### src/hw/rtl/sync_length_frame_deframer_top_defines.svh
// Assertion macros used by the deframer RTL.
`ifndef SYNC_LENGTH_FRAME_DEFRAMER_TOP_DEFINES_SVH
`define SYNC_LENGTH_FRAME_DEFRAMER_TOP_DEFINES_SVH

// Same-cycle implication, sampled on clk_i and disabled while rst_ni is low.
`define SLFD_ASSERT_IMP(lbl, ante, cons, msg) \
  lbl: assert property (@(posedge clk_i) disable iff (!rst_ni) (ante) |-> (cons)) \
    else $error(msg);

// Next-cycle implication, sampled on clk_i and disabled while rst_ni is low.
`define SLFD_ASSERT_NXT(lbl, ante, cons, msg) \
  lbl: assert property (@(posedge clk_i) disable iff (!rst_ni) (ante) |=> (cons)) \
    else $error(msg);

`endif

### src/hw/rtl/slfd_pkg.sv
`timescale 1ns / 1ps

package slfd_pkg;

  localparam logic [7:0]  SyncFirst         = 8'hB5;
  localparam logic [7:0]  SyncSecond        = 8'h62;
  localparam logic [15:0] MaxPayloadDefault = 16'd512;

  typedef enum logic [3:0] {
    PH_SYNC1   = 4'd0,
    PH_SYNC2   = 4'd1,
    PH_CLASS   = 4'd2,
    PH_ID      = 4'd3,
    PH_LEN_LO  = 4'd4,
    PH_LEN_HI  = 4'd5,
    PH_PAYLOAD = 4'd6,
    PH_CK_A    = 4'd7,
    PH_CK_B    = 4'd8
  } phase_e;

  typedef enum logic [2:0] {
    ST_HUNT   = 3'd0,
    ST_ACTIVE = 3'd1,
    ST_GOOD   = 3'd2,
    ST_CKERR  = 3'd3,
    ST_LENERR = 3'd4
  } status_e;

  typedef struct packed {
    status_e     status;
    logic [7:0]  payload_byte;
    logic        payload_valid;
    logic [15:0] payload_index;
    logic [7:0]  msg_class;
    logic [7:0]  msg_id;
    logic [15:0] payload_length;
  } result_t;

endpackage

### src/hw/rtl/slfd_parser.sv
`timescale 1ns / 1ps

module slfd_parser (
  input  logic             clk_i,
  input  logic             rst_ni,
  input  logic             step_i,
  input  logic [7:0]       byte_i,
  input  logic [15:0]      max_payload_i,
  output slfd_pkg::result_t result_o
);

  slfd_pkg::phase_e phase_q, phase_d;
  logic [7:0]  sum_a_q, sum_a_d;
  logic [7:0]  sum_b_q, sum_b_d;
  logic [7:0]  class_q, class_d;
  logic [7:0]  id_q, id_d;
  logic [15:0] len_q, len_d;
  logic [15:0] count_q, count_d;
  logic [7:0]  ck_a_q, ck_a_d;

  logic [7:0]  add_a;
  logic [7:0]  add_b;
  logic [15:0] len_full;
  logic [15:0] count_inc;

  assign add_a     = sum_a_q + byte_i;
  assign add_b     = sum_b_q + add_a;
  assign len_full  = {byte_i, len_q[7:0]};
  assign count_inc = count_q + 16'd1;

  always_ff @(posedge clk_i or negedge rst_ni) begin
    if (!rst_ni) begin
      phase_q <= slfd_pkg::PH_SYNC1;
      sum_a_q <= '0;
      sum_b_q <= '0;
      class_q <= '0;
      id_q    <= '0;
      len_q   <= '0;
      count_q <= '0;
      ck_a_q  <= '0;
    end else if (step_i) begin
      phase_q <= phase_d;
      sum_a_q <= sum_a_d;
      sum_b_q <= sum_b_d;
      class_q <= class_d;
      id_q    <= id_d;
      len_q   <= len_d;
      count_q <= count_d;
      ck_a_q  <= ck_a_d;
    end
  end

  always_comb begin
    slfd_pkg::status_e status;
    logic              pvalid;
    logic [7:0]        pbyte;
    logic [15:0]       pindex;

    phase_d = phase_q;
    sum_a_d = sum_a_q;
    sum_b_d = sum_b_q;
    class_d = class_q;
    id_d    = id_q;
    len_d   = len_q;
    count_d = count_q;
    ck_a_d  = ck_a_q;
    status  = slfd_pkg::ST_ACTIVE;
    pvalid  = 1'b0;
    pbyte   = '0;
    pindex  = '0;

    unique case (phase_q)
      slfd_pkg::PH_SYNC2: begin
        if (byte_i == slfd_pkg::SyncSecond) begin
          phase_d = slfd_pkg::PH_CLASS;
          sum_a_d = '0;
          sum_b_d = '0;
          class_d = '0;
          id_d    = '0;
          len_d   = '0;
          count_d = '0;
        end else if (byte_i == slfd_pkg::SyncFirst) begin
          phase_d = slfd_pkg::PH_SYNC2;
        end else begin
          phase_d = slfd_pkg::PH_SYNC1;
          status  = slfd_pkg::ST_HUNT;
        end
      end
      slfd_pkg::PH_CLASS: begin
        class_d = byte_i;
        sum_a_d = add_a;
        sum_b_d = add_b;
        phase_d = slfd_pkg::PH_ID;
      end
      slfd_pkg::PH_ID: begin
        id_d    = byte_i;
        sum_a_d = add_a;
        sum_b_d = add_b;
        phase_d = slfd_pkg::PH_LEN_LO;
      end
      slfd_pkg::PH_LEN_LO: begin
        len_d   = {8'h00, byte_i};
        sum_a_d = add_a;
        sum_b_d = add_b;
        phase_d = slfd_pkg::PH_LEN_HI;
      end
      slfd_pkg::PH_LEN_HI: begin
        len_d   = len_full;
        sum_a_d = add_a;
        sum_b_d = add_b;
        count_d = '0;
        if (len_full > max_payload_i) begin
          status  = slfd_pkg::ST_LENERR;
          phase_d = slfd_pkg::PH_SYNC1;
        end else if (len_full == 16'd0) begin
          phase_d = slfd_pkg::PH_CK_A;
        end else begin
          phase_d = slfd_pkg::PH_PAYLOAD;
        end
      end
      slfd_pkg::PH_PAYLOAD: begin
        pvalid  = 1'b1;
        pbyte   = byte_i;
        pindex  = count_q;
        sum_a_d = add_a;
        sum_b_d = add_b;
        count_d = count_inc;
        if (count_inc >= len_q) begin
          phase_d = slfd_pkg::PH_CK_A;
        end
      end
      slfd_pkg::PH_CK_A: begin
        ck_a_d  = byte_i;
        phase_d = slfd_pkg::PH_CK_B;
      end
      slfd_pkg::PH_CK_B: begin
        status  = (ck_a_q == sum_a_q && byte_i == sum_b_q) ? slfd_pkg::ST_GOOD
                                                             : slfd_pkg::ST_CKERR;
        phase_d = slfd_pkg::PH_SYNC1;
      end
      default: begin
        // Hunting, and any phase code that cannot occur after reset.
        if (byte_i == slfd_pkg::SyncFirst) begin
          phase_d = slfd_pkg::PH_SYNC2;
        end else begin
          phase_d = slfd_pkg::PH_SYNC1;
          status  = slfd_pkg::ST_HUNT;
        end
      end
    endcase

    result_o.status         = status;
    result_o.payload_byte   = pbyte;
    result_o.payload_valid  = pvalid;
    result_o.payload_index  = pindex;
    result_o.msg_class      = class_d;
    result_o.msg_id         = id_d;
    result_o.payload_length = len_d;
  end

endmodule

### src/hw/rtl/sync_length_frame_deframer_top.sv
`timescale 1ns / 1ps
`include "sync_length_frame_deframer_top_defines.svh"

// Frame deframer for sync/length framed byte streams with an 8-bit Fletcher check.
// Each received word is one byte and gives exactly one result word carrying a status
// (hunting, active, frame good, checksum error, length over limit), the payload byte
// with its index when the byte belongs to the payload, and the class, id and length
// of the current frame. The block takes one word per clock cycle sustained while results
// are taken with out_ready_i; a word moves from the input register through the parser
// into the result register, and the result is held there until it is taken.
// The parser steps its state once per word, which sets that pace.
// The input register lets a new word be accepted while a result waits.
// The length limit resets to 512 and is written through cfg_we_i; the user must write it
// only while the block is idle, as the block itself does not enforce this.

module sync_length_frame_deframer_top (
  input  logic        clk_i,
  input  logic        rst_ni,
  input  logic        in_valid_i,
  output logic        in_ready_o,
  input  logic [7:0]  rx_byte_i,
  output logic        out_valid_o,
  input  logic        out_ready_i,
  output logic [2:0]  status_o,
  output logic [7:0]  payload_byte_o,
  output logic        payload_valid_o,
  output logic [15:0] payload_index_o,
  output logic [7:0]  msg_class_o,
  output logic [7:0]  msg_id_o,
  output logic [15:0] payload_length_o,
  input  logic        cfg_we_i,
  input  logic [15:0] cfg_wdata_i
);

  logic [15:0]       max_payload_q;
  logic              in_valid_q;
  logic [7:0]        byte_q;
  logic              out_valid_q;
  slfd_pkg::result_t res_d, res_q;
  logic              advance;

  assign advance    = in_valid_q && (!out_valid_q || out_ready_i);
  assign in_ready_o = !in_valid_q || advance;

  always_ff @(posedge clk_i or negedge rst_ni) begin
    if (!rst_ni) begin
      max_payload_q <= slfd_pkg::MaxPayloadDefault;
    end else if (cfg_we_i) begin
      max_payload_q <= cfg_wdata_i;
    end
  end

  always_ff @(posedge clk_i or negedge rst_ni) begin
    if (!rst_ni) begin
      in_valid_q  <= 1'b0;
      out_valid_q <= 1'b0;
    end else begin
      if (in_ready_o) begin
        in_valid_q <= in_valid_i;
      end
      if (advance) begin
        out_valid_q <= 1'b1;
      end else if (out_ready_i) begin
        out_valid_q <= 1'b0;
      end
    end
  end

  always_ff @(posedge clk_i) begin
    if (in_valid_i && in_ready_o) begin
      byte_q <= rx_byte_i;
    end
    if (advance) begin
      res_q <= res_d;
    end
  end

  slfd_parser u_parser (
    .clk_i         (clk_i),
    .rst_ni        (rst_ni),
    .step_i        (advance),
    .byte_i        (byte_q),
    .max_payload_i (max_payload_q),
    .result_o      (res_d)
  );

  assign out_valid_o      = out_valid_q;
  assign status_o         = res_q.status;
  assign payload_byte_o   = res_q.payload_byte;
  assign payload_valid_o  = res_q.payload_valid;
  assign payload_index_o  = res_q.payload_index;
  assign msg_class_o      = res_q.msg_class;
  assign msg_id_o         = res_q.msg_id;
  assign payload_length_o = res_q.payload_length;

  `SLFD_ASSERT_NXT(a_in_captured, in_valid_i && in_ready_o, in_valid_q,
                   "Accepted word was not held in the input register.")
  `SLFD_ASSERT_NXT(a_in_held, in_valid_q && !advance, in_valid_q && $stable(byte_q),
                   "Stalled input word was lost or changed.")
  `SLFD_ASSERT_IMP(a_payload_active, out_valid_o && payload_valid_o,
                   res_q.status == slfd_pkg::ST_ACTIVE,
                   "Payload word carries a final status.")
  `SLFD_ASSERT_IMP(a_index_in_range, out_valid_o && payload_valid_o,
                   payload_index_o < payload_length_o,
                   "Payload index is beyond the frame length.")

endmodule

### config.mk
export PLATFORM = sky130hd
export DESIGN_NAME = sync_length_frame_deframer_top
export DESIGN_NICKNAME = d
export VERILOG_FILES = /design/src/hw/rtl/slfd_pkg.sv /design/src/hw/rtl/slfd_parser.sv /design/src/hw/rtl/sync_length_frame_deframer_top.sv
export VERILOG_INCLUDE_DIRS = /design/src /design/src/hw/rtl
export SDC_FILE = /design/constraint.sdc
export NUM_CORES = 1
export LEC_CHECK = 0
export ABC_AREA = 1
export ABC_CLOCK_PERIOD_IN_PS = 3450
export BUFFER_PORTS_ARGS = -buffer_cell sky130_fd_sc_hd__buf_2
export CAP_MARGIN = 20
export CORE_AREA = 2 2 127 129
export DETAILED_ROUTE_END_ITERATION = 8
export DIE_AREA = 0 0 129 131
export GPL_TIMING_DRIVEN = 0
export PLACE_DENSITY = 0.74
export RECOVER_POWER = 100
export SYNTH_ARGS = -nofsm -noshare
export SYNTH_HDL_FRONTEND = slang
export SYNTH_SLANG_ARGS = --single-unit
### constraint.sdc
create_clock -name clk_i -period 3.45 [get_ports clk_i]
set_input_delay 0.69 -clock clk_i [delete_from_list [all_inputs] [get_ports clk_i]]
set_output_delay 0.69 -clock clk_i [all_outputs]
set_load 0.01 [all_outputs]
=== Yosys cells after proc, flatten, opt, wreduce, memory -nomap -nowiden ===
Cells that the tools add are included.
W data, S select, Z words.

* Input port bits: 29
* Register bits after elaboration: 162

* Order comparisons: 2
* Muxes and demuxes: 25
* Add/subtract/negate cells: 3
* Eq/ne operators: 14
* Reduce and logical (&&, ||, !) cells: 17

{| class="wikitable"
|+ Operator list
! kind !! number
|-
| $pmux W16 S3 || 2
|-
| $pmux W8 S2 || 4
|-
| $mux W16 || 2
|-
| $pmux W4 S8 || 1
|-
| $mux W8 || 3
|-
| $add A16 B1 Y16 const B || 1
|-
| $add A8 B8 Y8 || 2
|-
| $eq A4 B3 Y1 const B || 4
|-
| $eq A8 B8 Y1 || 2
|-
| $ge A16 B16 Y1 || 1
|-
| $gt A16 B16 Y1 || 1
|-
| $logic_not A16 Y1 || 1
|-
| $mux W4 || 3
|-
| $pmux W3 S4 || 1
|-
| $reduce_or A5 Y1 || 2
|-
| $eq A4 B2 Y1 const B || 2
|-
| $eq A8 B7 Y1 const B || 1
|-
| $eq A8 B8 Y1 const B || 1
|-
| $mux W1 || 7
|-
| $mux W3 || 2
|-
| $reduce_and A3 Y1 || 2
|-
| $eq A4 B1 Y1 const B || 1
|-
| $eq A4 B4 Y1 const B || 1
|-
| $ne A2 B1 Y1 const B || 2
|-
| other kinds (6) || 12
|}

=== Logic depth before layout (Yosys ltp) ===
* Depth in word-level cells: 5
* Mapped depth: 18
* Mapped depth without buffers: 18

=== Hierarchy ===
A second synthesis with hierarchy kept.

* Cells, all modules: 870
* Area, all modules: 8,471.9 um^2

{| class="wikitable"
|+ By module, submodules not included
! module !! area an instance (um^2) !! cells each !! instances !! sequential area each (um^2)
|-
| slfd_parser || 5,689.2 || 723 || 1 || 1,901.8
|-
| sync_length_frame_deframer_top || 2,782.7 || 147 || 1 || 2,493.6
|}

=== Worst setup path before layout ===
OpenSTA, ideal clock, no wires.

* Path type: input port to flip-flop
* From: input out_ready_i
* To: register res_q (netlist bit msg_class_o[0]) (enable)
* Arrival time: 2,924 ps
* Cell stages on the path: 5
* Data required time: 3,002 ps
* Path slack: 78 ps
* Setup time: 448 ps
* Cell sequence: inv_1 > nand2_1 > nand2_1 > inv_2 > buf_1

* Word-level cells in the longest chain between the ends: 2

{| class="wikitable"
|+ RTL lines
! item !! line !! text
|-
| from (decl) || sync_length_frame_deframer_top.sv:23 || <nowiki>input logic out_ready_i,</nowiki>
|-
| $logic_or A1 B1 Y1 || sync_length_frame_deframer_top.sv:42 || <nowiki>assign advance = in_valid_q && (!out_valid_q || out_ready_i);</nowiki>
|-
| $logic_and A1 B1 Y1 || sync_length_frame_deframer_top.sv:42 ||
|-
| via advance || sync_length_frame_deframer_top.sv:40 || <nowiki>logic advance;</nowiki>
|-
| to (signal assigned) || sync_length_frame_deframer_top.sv:74 || <nowiki>res_q <= res_d;</nowiki>
|-
| to (decl) || sync_length_frame_deframer_top.sv:39 || <nowiki>slfd_pkg::result_t res_d, res_q;</nowiki>
|}

The timed path passes the listed nets, and every way through them passes these cells.
A chain may end at the register's enable or synchronous reset.

=== Final worst setup path ===
* From: register byte_q[2]
* To: register u_parser.sum_b_q[1]

* Word-level cells in the longest chain between the ends: 3

{| class="wikitable"
|+ RTL lines
! item !! line !! text
|-
| from (decl) || sync_length_frame_deframer_top.sv:37 || <nowiki>logic [7:0] byte_q;</nowiki>
|-
| from (signal assigned) || sync_length_frame_deframer_top.sv:71 || <nowiki>byte_q <= rx_byte_i;</nowiki>
|-
| $eq A8 B7 Y1 || slfd_parser.sv:74 || <nowiki>if (byte_i == slfd_pkg::SyncSecond) begin</nowiki>
|-
| $ne A2 B1 Y1 (no line) || n/a ||
|-
| $reduce_and A3 Y1 (no line) || n/a ||
|-
| to (signal assigned) || slfd_parser.sv:44 || <nowiki>sum_b_q <= sum_b_d;</nowiki>
|-
| to (decl) || slfd_parser.sv:14 || <nowiki>logic [7:0] sum_b_q, sum_b_d;</nowiki>
|}

Every way passes these cells.

==> results.json <==
{
  "clk_latency_ns": 0.43,
  "track_usage_pct": 25.12,
  "final_antenna_net_count": 0,
  "synth_xor_area_share_pct": 3.152,
  "fin_skew_ns": 0.007254,
  "pin_count": 91,
  "port_buffers": 90,
  "tightest_slew_ns": 2.622,
  "place_hpwl_mm": 14.25,
  "slowest_stage": "o21ai_0",
  "synth_compound_area_share_pct": 10.01,
  "yosys.area_share.simple_pct": 19.84,
  "syn_nets": 983,
  "slowest_delay_ns": 0.75,
  "ys_seq_elements": 162,
  "clkTransAtPathRegs_ns": 0.06,
  "cp-start-kind": "flip-flop",
  "post-route-period-util_pct": 85.83,
  "crit_fanout": 9,
  "synthAdderAreaFrac_pct": 7.534,
  "hold_viol_final": 0,
  "nNetsFinal": 1094,
  "critPathTopFamily": "compound AO/OA/AOI/OAI gates",
  "setup_viol": 0,
  "die_h_um": 131,
  "grt_pass1_vias": 6569,
  "antenna_found_initial": 1,
  "yosys_warnings": 0,
  "cts-buffers-inserted": 17,
  "synth_edf_count": 68,
  "dieArea_mm2": 0.01690,
  "clock_sinks": 162,
  "drc": 0,
  "rsz0062_at_grt": "false",
  "status": "complete, but fails checks",
  "grt_max_degree": 51,
  "synth_cells": 905,
  "htreeDepth": 4,
  "root_buffer": "clkbuf_16",
  "fin_crit_ns": 2.961,
  "cp-end-kind": "flip-flop",
  "path_buf_inv": 3,
  "max-cap-violations": 2,
  "initial_core_util_pct": 53.45,
  "arrival_ns": 3.30,
  "synth_ff_type": "dfrtp_1",
  "routabilityCongestion": 0.8747,
  "synth_cell_types": 43,
  "power_density_mw_per_mm2": 603.8,
  "via_per_inst": 5.341,
  "wl_per_cell_um": 16.03,
  "grt_pass1_wl_mm": 32.42,
  "violations": "capacitance limit, slew limit",
  "dp.cells": 1213,
  "ctsResizeCount": 0,
  "gr-total-overflow": 0,
  "ir_worst_vdd_mv": 0.6062,
  "slew_headroom_pct": -74.77,
  "core_area_mm2": 0.01560,
  "p_leak_uw": 0.004483,
  "drt_iter0_markers": 731,
  "vias": 6655,
  "fin_cells": 1246,
  "cts_tree": "yes",
  "hold_class": "primary input to flip-flop",
  "drive_above_1_share_pct": 7.872,
  "fmaxAchievable_mhz": 337.7,
  "post-cts-setup-buffers": 0,
  "routed_wl_mm": 19.97,
  "num_rows": 46,
  "area_growth_pct": 14.59,
  "synthMuxAreaShare_pct": 0.1351,
  "worstPathRequired_ns": 3.79,
  "clockBufferDepth": 2,
  "slew_viol_final": 77,
  "firstDrtPassIters": 6,
  "syn_area_mm2": 0.008337,
  "cp_cell_sequence": "clkinv_1 > nand4_1 > nor3_1 > o21ai_0 > clkinv_1 > nand2_1 > inv_1 > o21ai_0",
  "cts_hold_buf": 0,
  "synth_top_family_by_area": "simple AND/OR/NAND/NOR gates",
  "worstSetupPathType": "flip-flop to flip-flop",
  "synth_area_per_cell_um2": 9.212,
  "yosysSeqAreaShare_pct": 52.72,
  "finalSetupTns_ns": 0,
  "die_width_um": 129,
  "async_flop_share_pct": 58.02
}
-- power by group --
group	leakage [uW]	internal [uW]	switching [uW]
combinational	0.00234	512	934
sequential	0.00186	2200	112
clock	0.000290	1250	759
total	0.00448	3960	1800
-- worst register-to-register path, delay by kind of cell, from the launching register on --
family,cells,cell delay (ns)
and+or+nand+nor,3,0.71
DFF,1,0.47
AOI/OAI and AO/OA,2,0.97
buffers and inverters,3,0.72
-- worst paths after layout --
kind                                     start                   to  slack [ns]  cells after the start
max                                  byte_q[2]  u_parser.sum_b_q[1]        0.49                      8
min                               rx_byte_i[5]            byte_q[5]        0.43                      1
max reg2reg                          byte_q[2]  u_parser.sum_b_q[1]        0.49                      8
min reg2reg                u_parser.class_q[2]  u_parser.class_q[2]        0.48                      2
max in group asynchronous               rst_ni     max_payload_q[4]        0.88                      1
min in group asynchronous               rst_ni  u_parser.sum_a_q[7]        1.07                      1
-- per-stage QoR --
stage / area, um2 / hold WS, ns / util, % / power [uW] / setup WS, ns
after global placement: 9057 / 0.4608 / 58.07 / 3756 / -0.8992
after detailed placement: 9109 / 0.4655 / 58.40 / 3809 / 0.5869
final: 9553 / 0.4287 / 61.25 / 5768 / 0.4890
after global routing: 9550 / 0.4179 / 61.23 / 6104 / 0.2577
after floorplan: 8337 / 0.3944 / - / 3372 / 0.07791
after CTS: 9732 / 0.2889 / 62.39 / 5828 / 0.5729
-- kinds of logic (layout without fill, tap and decap cells) --
family | Yosys count | count (layout)
compound gates | 135 | 135
xor+xnor | 30 | 30
fa+ha+maj | 49 | 49
buf+inv | 136 | 260
flops | 162 | 162
mux | 1 | 1
other cells | 0 | 1
simple gates | 392 | 392
-- Yosys cell counts, types with 2 or more instances --
cell       instances  area (um2)
nand2_1          249       934.7
inv_1            104       390.4
dfrtp_1           93        2327
edfxtp_1          68        2042
nor2_1            63       236.5
o21ai_0           52       260.3
ha_1              47       588.1
nand3_1           42       210.2
a21oi_1           26       130.1
o22ai_1           22       137.6
xor2_1            21       183.9
nor3_1            12       60.06
nand4_1           11       68.82
o21ai_1           10       50.05
clkbuf_1           9       33.78
inv_2              9       33.78
xnor2_1            9       78.83
o2111ai_1          8       70.07
a22o_1             5       43.79
buf_2              4       20.02
nor2_4             4       45.04
a21oi_4            3       48.80
buf_1              3       11.26
buf_6              3       33.78
nor2_2             3       18.77
nor4_1             3       18.77
o31ai_2            3       37.54
buf_4              2       15.01
fa_1               2       40.04
nand2_4            2       22.52
-- placed cells by master, fill, tap and decap left out, types with 9 or more instances in the layout --
master,n
inv_1,106
xor2_1,21
nand2_1,250
buf_2,30
o22ai_1,22
clkbuf_16,17
nor3_1,13
nor2_1,65
a21oi_1,30
clkbuf_1,80
edfxtp_1,68
ha_1,47
o21ai_0,61
nand3_1,42
xnor2_1,9
dfrtp_1,93
nand4_1,12
-- state kept, by name, indices dropped and copies added (netlist names), 4 cells and up --
name	flops
u_parser.count_q	16
u_parser.sum_b_q	8
u_parser.sum_a_q	8
u_parser.phase_q	4
msg_id_o	8
payload_index_o	16
byte_q	8
max_payload_q	16
u_parser.id_q	8
u_parser.len_q	16
msg_class_o	8
u_parser.class_q	8
payload_byte_o	8
u_parser.ck_a_q	8
payload_length_o	16
-- cell type report --
cell class	instances	area, um2
tap	216	270.3
fill	1340	6045
inverter	115	436.7
timing repair buffer	92	417.9
clock inverter	9	155.1
sequential	162	4395
multi-input combinational	607	3297
buffer	21	110.1
antenna	1	2.502
clock buffer	23	467.9
-- routing by layer --
layer / GRT usage [%] / part of all wire, % / wire (um) / up-vias
met5: 0 / 0 / 0 / -
li1: - / - / - / 3222
met4: 10.61 / 2.8 / 556 / 0
met2: 42.27 / 49 / 9811 / 218
met1: 31.32 / 42 / 8410 / 3162
met3: 6.026 / 6.0 / 1197 / 53
Note: power is estimated with default switching activity, not from simulation.
